$ cat src/hdl/byte_position_change_monitor_unit_macros.svh
// Assertion macros for the byte position change monitor.
`ifndef BYTE_POSITION_CHANGE_MONITOR_UNIT_MACROS_SVH
`define BYTE_POSITION_CHANGE_MONITOR_UNIT_MACROS_SVH
`ifndef SYNTHESIS
// a holds at an edge, so b holds at the same edge
`define BPCM_ASSERT_IMPLY(label, clk, rst_n, a, b, msg) \
	label: assert property (@(posedge clk) disable iff (!rst_n) (a) |-> (b)) else $error(msg);
// a holds at an edge, so b holds at the next edge
`define BPCM_ASSERT_NEXT(label, clk, rst_n, a, b, msg) \
	label: assert property (@(posedge clk) disable iff (!rst_n) (a) |=> (b)) else $error(msg);
`else
`define BPCM_ASSERT_IMPLY(label, clk, rst_n, a, b, msg)
`define BPCM_ASSERT_NEXT(label, clk, rst_n, a, b, msg)
`endif
`endif

$ cat src/hdl/bpcm_ram.sv
// Single-port-write, single-port-read synchronous RAM with write-to-read bypass.
module bpcm_ram #(
	parameter int DEPTH = 256,
	parameter int WIDTH = 8
) (
	input  logic                     clk,
	input  logic                     we,
	input  logic [$clog2(DEPTH)-1:0] waddr,
	input  logic [WIDTH-1:0]         wdata,
	input  logic                     re,
	input  logic [$clog2(DEPTH)-1:0] raddr,
	output logic [WIDTH-1:0]         rdata
);
	logic [WIDTH-1:0] mem [DEPTH];

	// write port
	always_ff @(posedge clk) begin
		if (we) begin
			mem[waddr] <= wdata;
		end
	end

	// registered read, a same-cycle write to the entry is forwarded
	always_ff @(posedge clk) begin
		if (re) begin
			if (we && waddr == raddr) begin
				rdata <= wdata;
			end else begin
				rdata <= mem[raddr];
			end
		end
	end
endmodule

$ cat config.mk
export PLATFORM = sky130hd
export DESIGN_NAME = bpcm_ram
export DESIGN_NICKNAME = d
export VERILOG_FILES = /design/src/hdl/byte_position_change_monitor_unit_macros.svh /design/src/hdl/bpcm_ram.sv
export SDC_FILE = /design/constraint.sdc
export NUM_CORES = 2
export LEC_CHECK = 0
export ABC_AREA = 0
export CORE_MARGIN = 3
export CORE_UTILIZATION = 55
export CTS_CLUSTER_DIAMETER = 30
export DETAILED_ROUTE_END_ITERATION = 10
export DONT_BUFFER_PORTS = 1
export GPL_TIMING_DRIVEN = 0
export PLACE_DENSITY = 0.71
export SLEW_MARGIN = 20
export SYNTH_ARGS = -nofsm -noshare
export SYNTH_HDL_FRONTEND = slang
export SYNTH_SLANG_ARGS = --single-unit
$ cat constraint.sdc
create_clock -name clk -period 2.8 [get_ports clk]
set_input_delay 0.14 -clock clk [delete_from_list [all_inputs] [get_ports clk]]
set_output_delay 0.14 -clock clk [all_outputs]
set_load 0.05 [all_outputs]
==> results_dict.tcl <==
set metrics [dict create \
    critPathLaunchType "primary input" \
    final.period_utilization_pct 105 \
    ys.flop_type "edfxtp_1" \
    overflow 0 \
    grt_pass1_vias 44000 \
    drtAntennaViolNets 0 \
    ys_seq_area_share_pct 77.3 \
    post-route-min-period_ns 2.93 \
    syn2layout_area_growth_pct 19.0 \
    port_buffers 0 \
    final_nets 4405 \
    die_h_um 387 \
    drtIter0Drc 7154 \
    syn-num-nets 4034 \
    ctsRootBufferMaster "clkbuf_16" \
    run_status "complete, but fails checks" \
    rsz0062_at_grt "yes" \
    dp_hpwl_mm 144 \
    synth-edff-count 2056 \
    setup_tns_ns -0.706 \
    start_util_pct 55.5 \
    p_leak_uw 0.0308 \
    clk_pin_slew_ns 0.06 \
    clockBufferDepth 4 \
    power_density_nw_per_um2 838 \
    async_reset_ff_share_pct 0 \
    drv_slew 0 \
    max_slew_margin_pct 20.9 \
    postCtsHoldBufs 9 \
    required_ns 3.44 \
    grtUsageTotal_pct 31.0 \
    wirelength_mm 233 \
    vias 44600 \
    ys_warn_count 0 \
    die_area_um2 150000 \
    cts-buffers-inserted 355 \
    reg2reg_depth 6 \
    ctsHtreeMaxLevel 5 \
    drive_gt1_share_pct 25.2 \
    holdWs_ns -0.627 \
    setup_violations 8 \
    worst_pin_slew_ns 1.18 \
    clock_skew_ns 0.0387 \
    hold_path_class "primary input to flip-flop" \
    drc 0 \
    syn-cell-area_um2 79800 \
    ys_ff_latch 2056 \
    numClockSinks 2056 \
    violations "negative hold slack, negative setup slack" \
    grt_max_degree 258 \
    gp_routability_congestion 0.976 \
    layout_common_cells "edfxtp_1 (2056), clkbuf_16 (365), mux4_2 (350)" \
    grt_first_pass_wirelength_mm 326 \
    maxCapViolations 0 \
    cts_tree "built" \
    reg2reg_setup_slack_ns -0.08 \
    vias_per_cell 6.79 \
    crit_fanout 10 \
    std_cell_rows 139 \
    ir_worst_vdd_mv 0.676 \
    reg2reg_from "mem[238][7]" \
    worstPathArrival_ns 3.57 \
    wl_per_cell_um 35.5 \
    core_region_area_um2 144000 \
    layout_commonest_cell "edfxtp_1" \
    synth_cell_type_count 47 \
    cp-startpoint "raddr[1]" \
    clk_latency_ns 0.91 \
    endpoint "rdata[7]" \
    die_x_um 387 \
    antenna_found_initial 17 \
    setup_slack_ns -0.133 \
    hold_violations 2048 \
    path_class "primary input to flip-flop" \
    syn_inst 4007 \
    drtPass1Iterations 9 \
    endpoint_kind "flip-flop" \
    ioPinCount 35 \
    regToRegEndpoint "rdata[7]" \
    syn_area_per_cell_um2 19.9 \
    pre_cts_slack_ns -2.75 \
    power_uw 79600 \
    fmax_ghz 0.341 \
]
[routing by layer]
metal	wire (um)	track usage (%)	vias up
met5	135	0	-
met3	31000	9.88	791
met1	82300	41.0	22800
li1	-	-	17500
met4	14300	17.0	16
met2	105000	46.2	3491
[logic make-up (layout without fill, tap and decap cells)]
family	count (synthesis)	count (layout)	synth area share [%]
buffers and inverters	257	901	1.59
flip-flops	2056	2056	77.3
AO/OA/AOI/OAI	480	480	4.19
AND/OR/NAND/NOR	541	541	2.97
multiplexers	665	665	13.8
XOR/XNOR	8	8	0.0878
other	0	18	0
[timing repair]
item / 4_1_cts / 5_1_grt
buffers inserted: 1 / 0
setup endpoints to repair: 8 / 8
hold endpoints to repair: 2064 / 2048
pin swaps: 22 / 22
resized for setup: 158 / 61
[layout make-up]
| type | count | area (um2) |
|---|---|---|
| multi-input combinational | 1694 | 17400 |
| tap | 1903 | 2380 |
| sequential | 2056 | 61700 |
| clock inverter | 236 | 2520 |
| timing repair buffer | 14 | 208 |
| antenna | 18 | 45.0 |
| fill | 8915 | 48800 |
| buffer | 250 | 1460 |
| clock buffer | 394 | 9240 |
| inverter | 7 | 26.3 |
[Yosys cell counts, drive strengths merged, types with 2 or more instances]
cell     count  area [um2]
o21ai       62         310
o31ai       11        82.6
a21oi       71         355
a22oi       98         736
a22o         4        35.0
nand4       26         163
a2111oi      7        61.3
a211oi      43         323
a31o         7        61.3
buf        124         769
xor2         7        61.3
inv          4        15.0
o22ai       65         407
nand2b       6        37.5
clkinv       3        11.3
edfxtp    2056       61700
nor2       295        1110
nand2       79         297
a221oi      59         517
or4          8        60.1
nor2b       30         188
or2          2        12.5
nor3        40         200
clkbuf     126         473
nand3       39         195
mux4       350        7880
mux2i      315        3150
or3          7        43.8
o221ai      39         342
a41oi        7        61.3
and2         4        25.0
[sequential cells by signal, indices dropped and copies added, names as in the netlist]
signal,flops
mem,2048
rdata,8
[through the flow]
stage                     instance area [um2]  std cells  util, %  hold slack [ns]
after detailed placement                82400       5914     57.3            0.254
after global placement                  82200       5910     57.2            0.254
after global routing                    94900       6554     66.0           -0.645
final                                   95000       6572     66.0           -0.627
after CTS                               94800       6554     65.9           -0.649
after floorplan                         79800       4007        -            0.239
[worst min path at each step]
stage,from,end,slack [ns],cells past startpoint
3_3_place_gp,re,rdata[2],0.25,0
5_1_grt,wdata[4],mem[133][4],-0.64,0
2_1_floorplan,wdata[0],mem[0][0],0.24,0
3_5_place_dp,re,rdata[2],0.25,0
4_1_cts,wdata[2],mem[75][2],-0.65,0
6_report,wdata[4],mem[133][4],-0.63,0
[worst max-delay path: stages]
cell	delay [ns]
buf_2	0.23
nand2b_1	0.12
buf_2	0.35
clkbuf_1	0.66
o22ai_1	0.26
a211oi_2	0.34
nor3_1	0.13
or4_4	0.63
a2111oi_4	0.53
a21oi_2	0.16
[where the power goes]
group          internal [uW]  switching (uW)
sequential             34000            68.8
combinational           1030            2010
clock                  27400           15100
Note: power is estimated with default switching activity, not from simulation.
