<file path="src/hdl/byte_position_change_monitor_unit_macros.svh">
// Assertion macros for the byte position change monitor.
`ifndef BYTE_POSITION_CHANGE_MONITOR_UNIT_MACROS_SVH
`define BYTE_POSITION_CHANGE_MONITOR_UNIT_MACROS_SVH
`ifndef SYNTHESIS
// a holds at an edge, so b holds at the same edge
`define BPCM_ASSERT_IMPLY(label, clk, rst_n, a, b, msg) \
	label: assert property (@(posedge clk) disable iff (!rst_n) (a) |-> (b)) else $error(msg);
// a holds at an edge, so b holds at the next edge
`define BPCM_ASSERT_NEXT(label, clk, rst_n, a, b, msg) \
	label: assert property (@(posedge clk) disable iff (!rst_n) (a) |=> (b)) else $error(msg);
`else
`define BPCM_ASSERT_IMPLY(label, clk, rst_n, a, b, msg)
`define BPCM_ASSERT_NEXT(label, clk, rst_n, a, b, msg)
`endif
`endif

</file>
<file path="src/hdl/bpcm_pkg.sv">
// Shared types and codes of the byte position change monitor.
package bpcm_pkg;
	// request kinds
	localparam logic [2:0] ACT_START  = 3'd0;
	localparam logic [2:0] ACT_BYTE   = 3'd1;
	localparam logic [2:0] ACT_QUERY  = 3'd2;
	localparam logic [2:0] ACT_LOG    = 3'd3;
	localparam logic [2:0] ACT_TOTALS = 3'd4;

	// what the current frame does with its bytes
	localparam logic [1:0] MODE_IGNORE  = 2'd0;
	localparam logic [1:0] MODE_LOAD    = 2'd1;
	localparam logic [1:0] MODE_COMPARE = 2'd2;

	// position classes
	localparam logic [1:0] CLASS_STILL = 2'd0;
	localparam logic [1:0] CLASS_RARE  = 2'd1;
	localparam logic [1:0] CLASS_BUSY  = 2'd2;

	// register byte address
	localparam logic [0:0] ADDR_WATCHED = 1'b0;

	localparam logic [31:0] SAT32 = 32'hFFFF_FFFF;
	localparam logic [47:0] SAT48 = 48'hFFFF_FFFF_FFFF;

	// frame-level state seen by the byte pipeline
	typedef struct packed {
		logic [1:0]  mode;
		logic [47:0] delta;
		logic [31:0] frames;
		logic [31:0] accepted;
		logic [15:0] cap_min;
		logic [15:0] cap_max;
		logic [15:0] org_min;
		logic [15:0] org_max;
	} frame_state_t;
endpackage

</file>
<file path="src/hdl/bpcm_frame.sv">
// Frame-start bookkeeping: counters, length bounds, window, mode and delta.
module bpcm_frame #(
	parameter int WINDOW = 256
) (
	input  logic                      clk,
	input  logic                      arst_n,
	input  logic                      start_ev,
	input  logic [63:0]               ts,
	input  logic [47:0]               src,
	input  logic                      recog,
	input  logic [15:0]               cap,
	input  logic [15:0]               org,
	input  logic [47:0]               watched,
	output bpcm_pkg::frame_state_t    fs,
	output logic [$clog2(WINDOW+1)-1:0] window
);
	import bpcm_pkg::*;

	localparam int WW = $clog2(WINDOW + 1);

	logic          first_q;
	logic [63:0]   start_q;
	logic [WW-1:0] window_q;
	frame_state_t  fs_q;

	logic [63:0]   start_new;
	logic [63:0]   diff;
	logic [47:0]   delta;
	logic [WW-1:0] w;
	logic          match;

	// delta from the first nonzero timestamp, clamped to 48 bits
	always_comb begin
		start_new = (start_q == 64'd0) ? ts : start_q;
		diff      = ts - start_new;
		if (ts < start_new) begin
			delta = 48'd0;
		end else if (diff[63:48] != 16'd0) begin
			delta = SAT48;
		end else begin
			delta = diff[47:0];
		end
		w     = ({1'b0, cap} < 17'(WINDOW)) ? cap[WW-1:0] : WW'(WINDOW);
		match = (src == watched) && recog;
	end

	always_ff @(posedge clk or negedge arst_n) begin
		if (!arst_n) begin
			first_q     <= 1'b0;
			start_q     <= 64'd0;
			window_q    <= '0;
			fs_q.mode     <= MODE_IGNORE;
			fs_q.delta    <= 48'd0;
			fs_q.frames   <= 32'd0;
			fs_q.accepted <= 32'd0;
			fs_q.cap_min  <= 16'hFFFF;
			fs_q.cap_max  <= 16'd0;
			fs_q.org_min  <= 16'hFFFF;
			fs_q.org_max  <= 16'd0;
		end else if (start_ev) begin
			if (fs_q.frames != SAT32) fs_q.frames <= fs_q.frames + 32'd1;
			start_q   <= start_new;
			fs_q.mode <= MODE_IGNORE;
			if (match) begin
				if (fs_q.accepted != SAT32) fs_q.accepted <= fs_q.accepted + 32'd1;
				if (cap < fs_q.cap_min) fs_q.cap_min <= cap;
				if (cap > fs_q.cap_max) fs_q.cap_max <= cap;
				if (org < fs_q.org_min) fs_q.org_min <= org;
				if (org > fs_q.org_max) fs_q.org_max <= org;
				fs_q.delta <= delta;
				if (!first_q) begin
					first_q   <= 1'b1;
					window_q  <= w;
					fs_q.mode <= MODE_LOAD;
				end else begin
					if (w < window_q) window_q <= w;
					fs_q.mode <= MODE_COMPARE;
				end
			end
		end
	end

	assign fs     = fs_q;
	assign window = window_q;
endmodule

</file>
<file path="config.mk">
export PLATFORM = sky130hd
export DESIGN_NAME = bpcm_frame
export DESIGN_NICKNAME = d
export VERILOG_FILES = /design/src/hdl/byte_position_change_monitor_unit_macros.svh /design/src/hdl/bpcm_pkg.sv /design/src/hdl/bpcm_frame.sv
export SDC_FILE = /design/constraint.sdc
export NUM_CORES = 1
export LEC_CHECK = 0
export BUFFER_PORTS_ARGS = -buffer_cell sky130_fd_sc_hd__clkbuf_2
export CORE_ASPECT_RATIO = 0.6
export CORE_MARGIN = 10
export CORE_UTILIZATION = 40
export CTS_CLUSTER_DIAMETER = 80
export DETAILED_ROUTE_END_ITERATION = 7
export SYNTH_ARGS = -nofsm -noshare
export SYNTH_HDL_FRONTEND = slang
export SYNTH_SLANG_ARGS = --single-unit
</file>
<file path="constraint.sdc">
create_clock -name clk -period 15.39 [get_ports clk]
set_clock_uncertainty 0.05 [all_clocks]
set_input_delay 3.078 -clock clk [delete_from_list [all_inputs] [get_ports clk]]
set_output_delay 3.078 -clock clk [all_outputs]
set_load 0.005 [all_outputs]
</file>
==> results of run 1 <==
-- power by group --
group / leakage, nW / internal (W) / switching (W)
combinational: 7.06 / 0.000188 / 0.000340
clock: 0.466 / 0.000391 / 0.000314
sequential: 3.04 / 0.000689 / 0.0000336
total: 10.6 / 0.00127 / 0.000687
-- area by class of cell --
| class | count | area, um2 | area share (%) |
|---|---|---|---|
| clock inverters | 16 | 130.1 | 0.5957 |
| well taps | 620 | 775.7 | 3.551 |
| clock buffers | 36 | 812.0 | 3.718 |
| diodes | 3 | 7.507 | 0.03437 |
| repair buffers | 397 | 2034 | 9.314 |
| flip-flops and latches | 252 | 6346 | 29.05 |
| inverters | 108 | 405.4 | 1.856 |
| multi-input cells | 1689 | 11330 | 51.88 |
-- metal layers --
layer	up-vias	routed length (um)
met4	0	2528
met2	861	30660
li1	8444	-
met3	101	7516
met1	9010	36260
met5	-	0
-- sequential cells by signal (all words and copies together) (netlist names) --
| name | cells |
|---|---|
| window | 9 |
| first_q | 1 |
| start_q | 64 |
| fs | 178 |
-- synthesized netlist by cell type (all sizes together), types with 31 or more instances --
| cell | n |
|---|---|
| nor2b | 59 |
| mux2 | 44 |
| dfstp | 32 |
| nor3 | 31 |
| nor4 | 43 |
| clkbuf | 61 |
| nand2b | 65 |
| ha | 103 |
| a22oi | 42 |
| inv | 108 |
| nor2 | 129 |
| a21o | 84 |
| a21oi | 164 |
| and3 | 37 |
| nand3 | 66 |
| nand2 | 202 |
| o21ai | 120 |
| xor2 | 80 |
| xnor2 | 101 |
| nand4 | 43 |
| dfrtp | 220 |
-- stage by stage --
step | power, W | hold slack (ps) | std cells | setup slack (ps) | utilization, %
finish | 0.001956 | 440.4 | 3121 | 5909 | 48.33
global placement | 0.001245 | 424.1 | 3066 | 6268 | 46.23
global route | 0.002041 | 460.1 | 3121 | 5646 | 48.33
detailed placement | 0.001240 | 434.7 | 3066 | 6224 | 46.23
CTS | 0.001953 | 443.4 | 3118 | 6160 | 48.32
floorplan | 0.001033 | 395.7 | 2137 | 8646 | -
-- worst max-delay path by stage --
stage | start | to | cells after the start
floorplan | start_q[33]$_DFFE_PN0P_ | fs[137]$_DFFE_PN0P_ | 28
global placement | start_q[55]$_DFFE_PN0P_ | fs[145]$_DFFE_PN0P_ | 20
detailed placement | start_q[55]$_DFFE_PN0P_ | fs[129]$_DFFE_PN0P_ | 20
CTS | start_q[55]$_DFFE_PN0P_ | fs[145]$_DFFE_PN0P_ | 20
global route | start_q[55]$_DFFE_PN0P_ | fs[129]$_DFFE_PN0P_ | 20
finish | start_q[55]$_DFFE_PN0P_ | fs[145]$_DFFE_PN0P_ | 20
-- kinds of logic after synthesis --
group	Yosys count	share of synthesized area, %
DFF	252	34.40
and+or+nand+nor	735	20.35
xor gates and xnor gates	181	8.592
muxes	49	2.957
AOI/OAI and AO/OA	617	22.06
adders and majority gates	107	7.256
buffers and inverters	196	4.388
-- worst max-delay path, cell delays in order, from the launching register on --
cell and delay, ps:
dfrtp_1 400, nor4_1 980, nand4_1 360, nor4_4 1150, buf_4 610, buf_4 630, a21oi_1 220, ha_1 470
and2_1 210, nand3_1 110, or3_1 330, o22ai_1 200, a21o_1 170, a21oi_1 120, o21bai_1 680, a32oi_1 200
a211o_1 320, or4_4 540, o31ai_4 820, buf_4 510, o211ai_1 150
==> impl_summary.log, run 1 <==
INFO  metric place_congestion = 1.024
INFO  metric critical_path.startpoint_type = flop
INFO  metric power_leakage = 10.56 nW
INFO  metric floorplan.die_area = around 55000 um2
INFO  metric fp-row-count = 60
INFO  metric synth_enable_flop_cells = 0
INFO  metric final_common_cell = clkbuf_2
INFO  metric drcViolationCount = 0
INFO  metric report.final.hold_viol_count = 0
INFO  metric hold_start = fs[82]$_DFFE_PN0P_
INFO  metric floorplan.initialDensity = 40.83%
INFO  metric worstSetupEndpointType = flop
INFO  metric syn-cell-area = 18450 um2
INFO  metric critical_path_rt = 15760 ps
INFO  metric worstHoldPathType = flop to flop
INFO  metric initial_detailed_routing_violation_count = between 1500 and 2000
INFO  metric dr.pass1.iters = 6
INFO  metric mostFrequentLayoutCells = 381 x clkbuf_2, 220 x dfrtp_1, 192 x nand2_1
INFO  metric height_of_the_chip = around 190 um
INFO  metric path_class = flop to flop
INFO  metric die_x = 297.3 um
INFO  metric critical_path_arrival = 9850 ps
INFO  metric io_buffer_count = 382
INFO  metric final_nets = roughly 2800
INFO  metric yosys_warnings = 0
INFO  metric detail_route.wl_per_cell = roughly 25 um
INFO  metric synth-seq-cells = 252
INFO  metric final_layout_size_suffix_gt1_share = between 20% and 30%
INFO  metric gr-total-overflow = 0
INFO  metric finalCriticalPeriod = around 9500 ps
INFO  metric core_region_area = roughly 45000 um2
INFO  metric grt_max_degree = 114
INFO  metric power_density = 89.55 nW/um2
INFO  metric avgSynthCellArea = between 8 and 9 um2
INFO  metric grt.total_usage = 26.34%
INFO  metric detail-route-antenna-nets = 0
INFO  metric tns = 0 ps
INFO  metric post_dp_cell_area = around 21000 um2
INFO  metric cts-htree-levels = 1
INFO  metric timing.max_slew.rel_slack = between 15 and 20%
INFO  metric cts.hold.buffers_added = 0
INFO  metric yosysUniqueCellTypes = 84
INFO  metric cts.repair_timing.setup_buffer_count = 0
INFO  metric critical_path.max_fanout = just over 60
INFO  metric cts.repair.resized = 0
INFO  metric most_used_dff_post_synth = dfrtp_1
INFO  metric wl = 76.96 mm
INFO  metric grt_first_pass_wirelength = approximately 110 mm
INFO  metric clock_sinks = 252
INFO  metric post_drt_via_cell_ratio = 5.901
INFO  metric rsz_0062_raised_after_global_routing = no
INFO  metric layout-area-overhead-vs-synth = 18.39%
INFO  metric synth_top_cells_by_area = dfrtp_1 30%, ha_1 7.0%, xnor2_1 4.8%
INFO  metric synth.yosys.seq_area_share = 34.40%
INFO  metric ctsLongestPathBuffers = 3
INFO  metric async_flop_share = 100.0%
INFO  metric number_of_max_cap_violations = 0
INFO  metric groute.layer.met2.usage = 35.87%
INFO  metric global_route.usage.met3 = 7.319%
INFO  metric setup_viol = 0
INFO  metric power.ir.vdd_worst = 98.55 uV
INFO  metric whs_endpoint = fs[82]$_DFFE_PN0P_
INFO  metric met1_usage = 39.10%
INFO  metric clk_transition_reported_paths = about 80 ps
INFO  metric run_status = complete, no violations
INFO  metric clock_latency_late_sink = 590 ps
INFO  metric tightest_slew = 1233 ps
INFO  metric design_area = about 22000 um2
INFO  metric place_hpwl = between 60 and 70 mm
INFO  metric via_count = around 18000
INFO  metric fmax = 105.5 MHz
INFO  metric syn-instance-count = 2137
INFO  metric timing_max_transition_violations_final = 0
INFO  metric timing.final.crit_share = 61.60%
INFO  metric yosysTopAreaCellShare = 29.84%
INFO  metric worst-r2r-setup-slack = 5910 ps
INFO  metric timing.hold.worst_path_depth = 1
INFO  metric number_of_global_route_vias_before_repair = 17560
INFO  metric n_fill_cell = 4481
INFO  metric tritoncts = built
INFO  metric r2r-end = fs[145]$_DFFE_PN0P_
INFO  metric cts_root_buffer = clkbuf_16
INFO  metric worstReg2RegStart = start_q[55]$_DFFE_PN0P_
INFO  metric worst_r2r_path_depth = 20
INFO  metric syn_nets = 2437
INFO  metric design.portCount = 383
INFO  metric synth_area_leader_cell = dfrtp_1
INFO  metric grt-busiest-layer = met1
INFO  metric antenna_violations_before_repair = 4
INFO  metric numCtsBuffers = 28
Power figures use the tool's default switching activity.
==> run 2: changes to the inputs <==
clock period = 9.91 ns   (was 15.39 ns; I/O delays follow)
==> run 2 against run 1 <==
  * Largest power group is now clock
  * Worst hold slack got worse by 1.8 ps
  * Largest cell class unchanged
  * Sequential power grew 55%
  * Combinational power grew 53%
  * Routed wire length decreased by 3.0%
  * Critical endpoint unchanged
  * Power up 59%
  * Highest routed layer unchanged
  * Design area grew 0.42%
==> impl_summary.log, run 2 (same netlist as run 1, synthesis figures left out) <==
INFO  metric core_region_area = about 45000 um2
INFO  metric drcViolationCount = 0
INFO  metric worstHoldPathType = flop to flop
INFO  metric grt_first_pass_wirelength = 111.4 mm
INFO  metric report.final.hold_viol_count = 0
INFO  metric floorplan.die_area = 55400 um2
INFO  metric final_layout_size_suffix_gt1_share = 22.53%
INFO  metric number_of_max_cap_violations = 0
INFO  metric mostFrequentLayoutCells = 381 x clkbuf_2, 220 x dfrtp_1, 192 x nand2_1
INFO  metric timing.final.crit_share = 83.06%
INFO  metric combPwrFrac = about a quarter
INFO  metric wl = 74.65 mm
INFO  metric critical_path.max_fanout = 35
INFO  metric gr-total-overflow = 0
INFO  metric final_nets = 2777
INFO  metric design.portCount = 383
INFO  metric clock_sinks = 252
INFO  metric cts.repair_timing.setup_buffer_count = 0
INFO  metric floorplan.initialDensity = 40.83%
INFO  metric critical_path.max_stage_delay = 870 ps
INFO  metric numCtsBuffers = 28
INFO  metric grt_max_degree = 134
INFO  metric post_drt_via_cell_ratio = around 5.9
INFO  metric worstSetupEndpointType = flop
INFO  metric tightest_slew = 1130 ps
INFO  metric timing.hold.worst_path_depth = 1
INFO  metric ctsLongestPathBuffers = 3
INFO  metric highest_layer_used_for_signal_routing = met4
INFO  metric path_class = flop to flop
INFO  metric detail_route.wl_per_cell = 23.92 um
INFO  metric critical_path_arrival = 8590 ps
INFO  metric internal_power = 0.002066 W
INFO  metric met2_wirelength = 30.41 mm
INFO  metric dr.pass1.iters = 6
INFO  metric flip_flop_count_of_the_largest_register_all_copies_and_words_added = 178
INFO  metric layout-area-overhead-vs-synth = 18.89%
INFO  metric worst_r2r_path_depth = 19
INFO  metric timing_max_transition_violations_final = 0
INFO  metric finalCriticalPeriod = 8231 ps
INFO  metric tns = 0 ps
INFO  metric cp_num_cells = 19
INFO  metric rsz_0062_raised_after_global_routing = no
INFO  metric cts.repair.resized = 0
INFO  metric via_count = 18310
INFO  metric path_cells = nor4_1 -> nand4_1 -> nor4_4 -> buf_4 -> a21oi_1 -> ha_1 -> a21oi_1 -> a2111o_1 -> nand2_1 -> a2bb2oi_1 -> and3_1 -> o31ai_1 -> a211oi_2 -> o41ai_1 -> xor2_1 -> or4_1 -> o31ai_4 -> buf_4 -> o211ai_1
INFO  metric grt.total_usage = roughly a quarter
INFO  metric critical_path_rt = 10270 ps
INFO  metric post_dp_cell_area = about 21000 um2
INFO  metric antenna_violations_before_repair = 2
INFO  metric clk_transition_reported_paths = ~70 ps
INFO  metric cts_root_buffer = clkbuf_16
INFO  metric die_x = 297.3 um
INFO  metric cts-htree-levels = 1
INFO  metric cts.hold.buffers_added = 0
INFO  metric setup_viol = 0
INFO  metric height_of_the_chip = 186.4 um
INFO  metric routed-wl-met3 = between 7 and 8 mm
INFO  metric final_common_cell = clkbuf_2
INFO  metric critPathSlowestCell = o31ai_4
INFO  metric cp.buffers_inverters = 2
INFO  metric drt-met1-wl = 35.10 mm
INFO  metric place_hpwl = 60.54 mm
INFO  metric fp-row-count = 60
INFO  metric power.ir.vdd_worst = between 100 and 150 uV
INFO  metric number_of_global_route_vias_before_repair = 17030
INFO  metric power.net_switching = 0.001040 W
INFO  metric initial_detailed_routing_violation_count = 2034
INFO  metric clock_latency_late_sink = approximately 570 ps
INFO  metric fmax = ~120 MHz
INFO  metric cpLargestDelayFamily = compound AO/OA/AOI/OAI gates
INFO  metric critical_path.startpoint_type = flop
INFO  metric power_density = 141.6 nW/um2
INFO  metric power_leakage = 10.60 nW
INFO  metric timing.max_slew.rel_slack = approximately a quarter
INFO  metric place_congestion = between 1 and 1.5
INFO  metric sw_ratio = 33.50%
INFO  metric pwr-share-seq = ~36%
INFO  metric tritoncts = built
INFO  metric run_status = complete, no violations
INFO  metric io_buffer_count = ~380
INFO  metric clkPwrFrac = 37.9%
INFO  metric detail-route-antenna-nets = 0
INFO  metric design_area = 21930 um2
-- run 2: cell types whose count changed in the layout (fill, tap and decap cells not counted), sizes merged --
cell / before / now
diode: 3 / 2
clkbuf: 417 / 415
clkinv: 10 / 6
inv: 110 / 111
buf: 16 / 17
bufinv: 1 / 6
-- run 2: through the flow --
stage | worst slack (ps) | util [%] | hold slack (ps) | instances | power [W]
floorplan | 3166 | - | 395.7 | 2137 | 0.001605
global placement | 2090 | 46.28 | 423.7 | 3067 | 0.001917
detailed placement | 2010 | 46.28 | 432.7 | 3067 | 0.001916
CTS | 1962 | 48.52 | 441.3 | 3119 | 0.003104
global route | 1165 | 48.54 | 462.3 | 3121 | 0.003240
finish | 1679 | 48.54 | 438.6 | 3121 | 0.003106
-- run 2: final timing paths --
check,startpoint,slack (ps),to
hold reg to reg,fs[71]$_DFFE_PN0P_,440,fs[71]$_DFFE_PN0P_
setup reg to reg,start_q[58]$_DFFE_PN0P_,1680,fs[145]$_DFFE_PN0P_
max in group asynchronous,arst_n,6960,start_q[45]$_DFFE_PN0P_
min in group asynchronous,arst_n,1430,fs[4]$_DFFE_PN0P_
setup / recovery,start_q[58]$_DFFE_PN0P_,1680,fs[145]$_DFFE_PN0P_
hold / removal,fs[71]$_DFFE_PN0P_,440,fs[71]$_DFFE_PN0P_
-- run 2: layer usage --
metal	vias to the layer above	global-route usage [%]
met5	-	0
met4	0	5.637
met2	874	35.73
met1	8890	38.33
met3	89	6.049
li1	8459	-
-- run 2: cell type report --
class | count | area [um2]
inverters | 108 | 405.4
diodes | 2 | 5.005
repair buffers | 398 | 2054
clock inverters | 18 | 261.5
clock buffers | 34 | 754.5
flip-flops and latches | 252 | 6346
well taps | 620 | 775.7
multi-input cells | 1689 | 11330
fillers | 4449 | 23260
-- run 2: worst reg2reg max path: stages (launching register included) --
cell and delay (ps):
dfrtp_1 400, nor4_1 860, nand4_1 400, nor4_4 380, buf_4 420, a21oi_1 170
ha_1 370, a21oi_1 120, a2111o_1 490, nand2_1 130, a2bb2oi_1 100, and3_1 220
o31ai_1 760, a211oi_2 380, o41ai_1 510, xor2_1 150, or4_1 600, o31ai_4 870
buf_4 500, o211ai_1 190
-- run 2: power by group through the flow --
stage / Combinational (W) / Clock, W / Sequential [W]
2_1_floorplan: 0.000483 / 0 / 0.00112
3_3_place_gp: 0.000783 / 0 / 0.00113
3_5_place_dp: 0.000780 / 0 / 0.00114
4_1_cts: 0.000786 / 0.00120 / 0.00112
5_1_grt: 0.000871 / 0.00124 / 0.00113
6_report: 0.000810 / 0.00118 / 0.00112
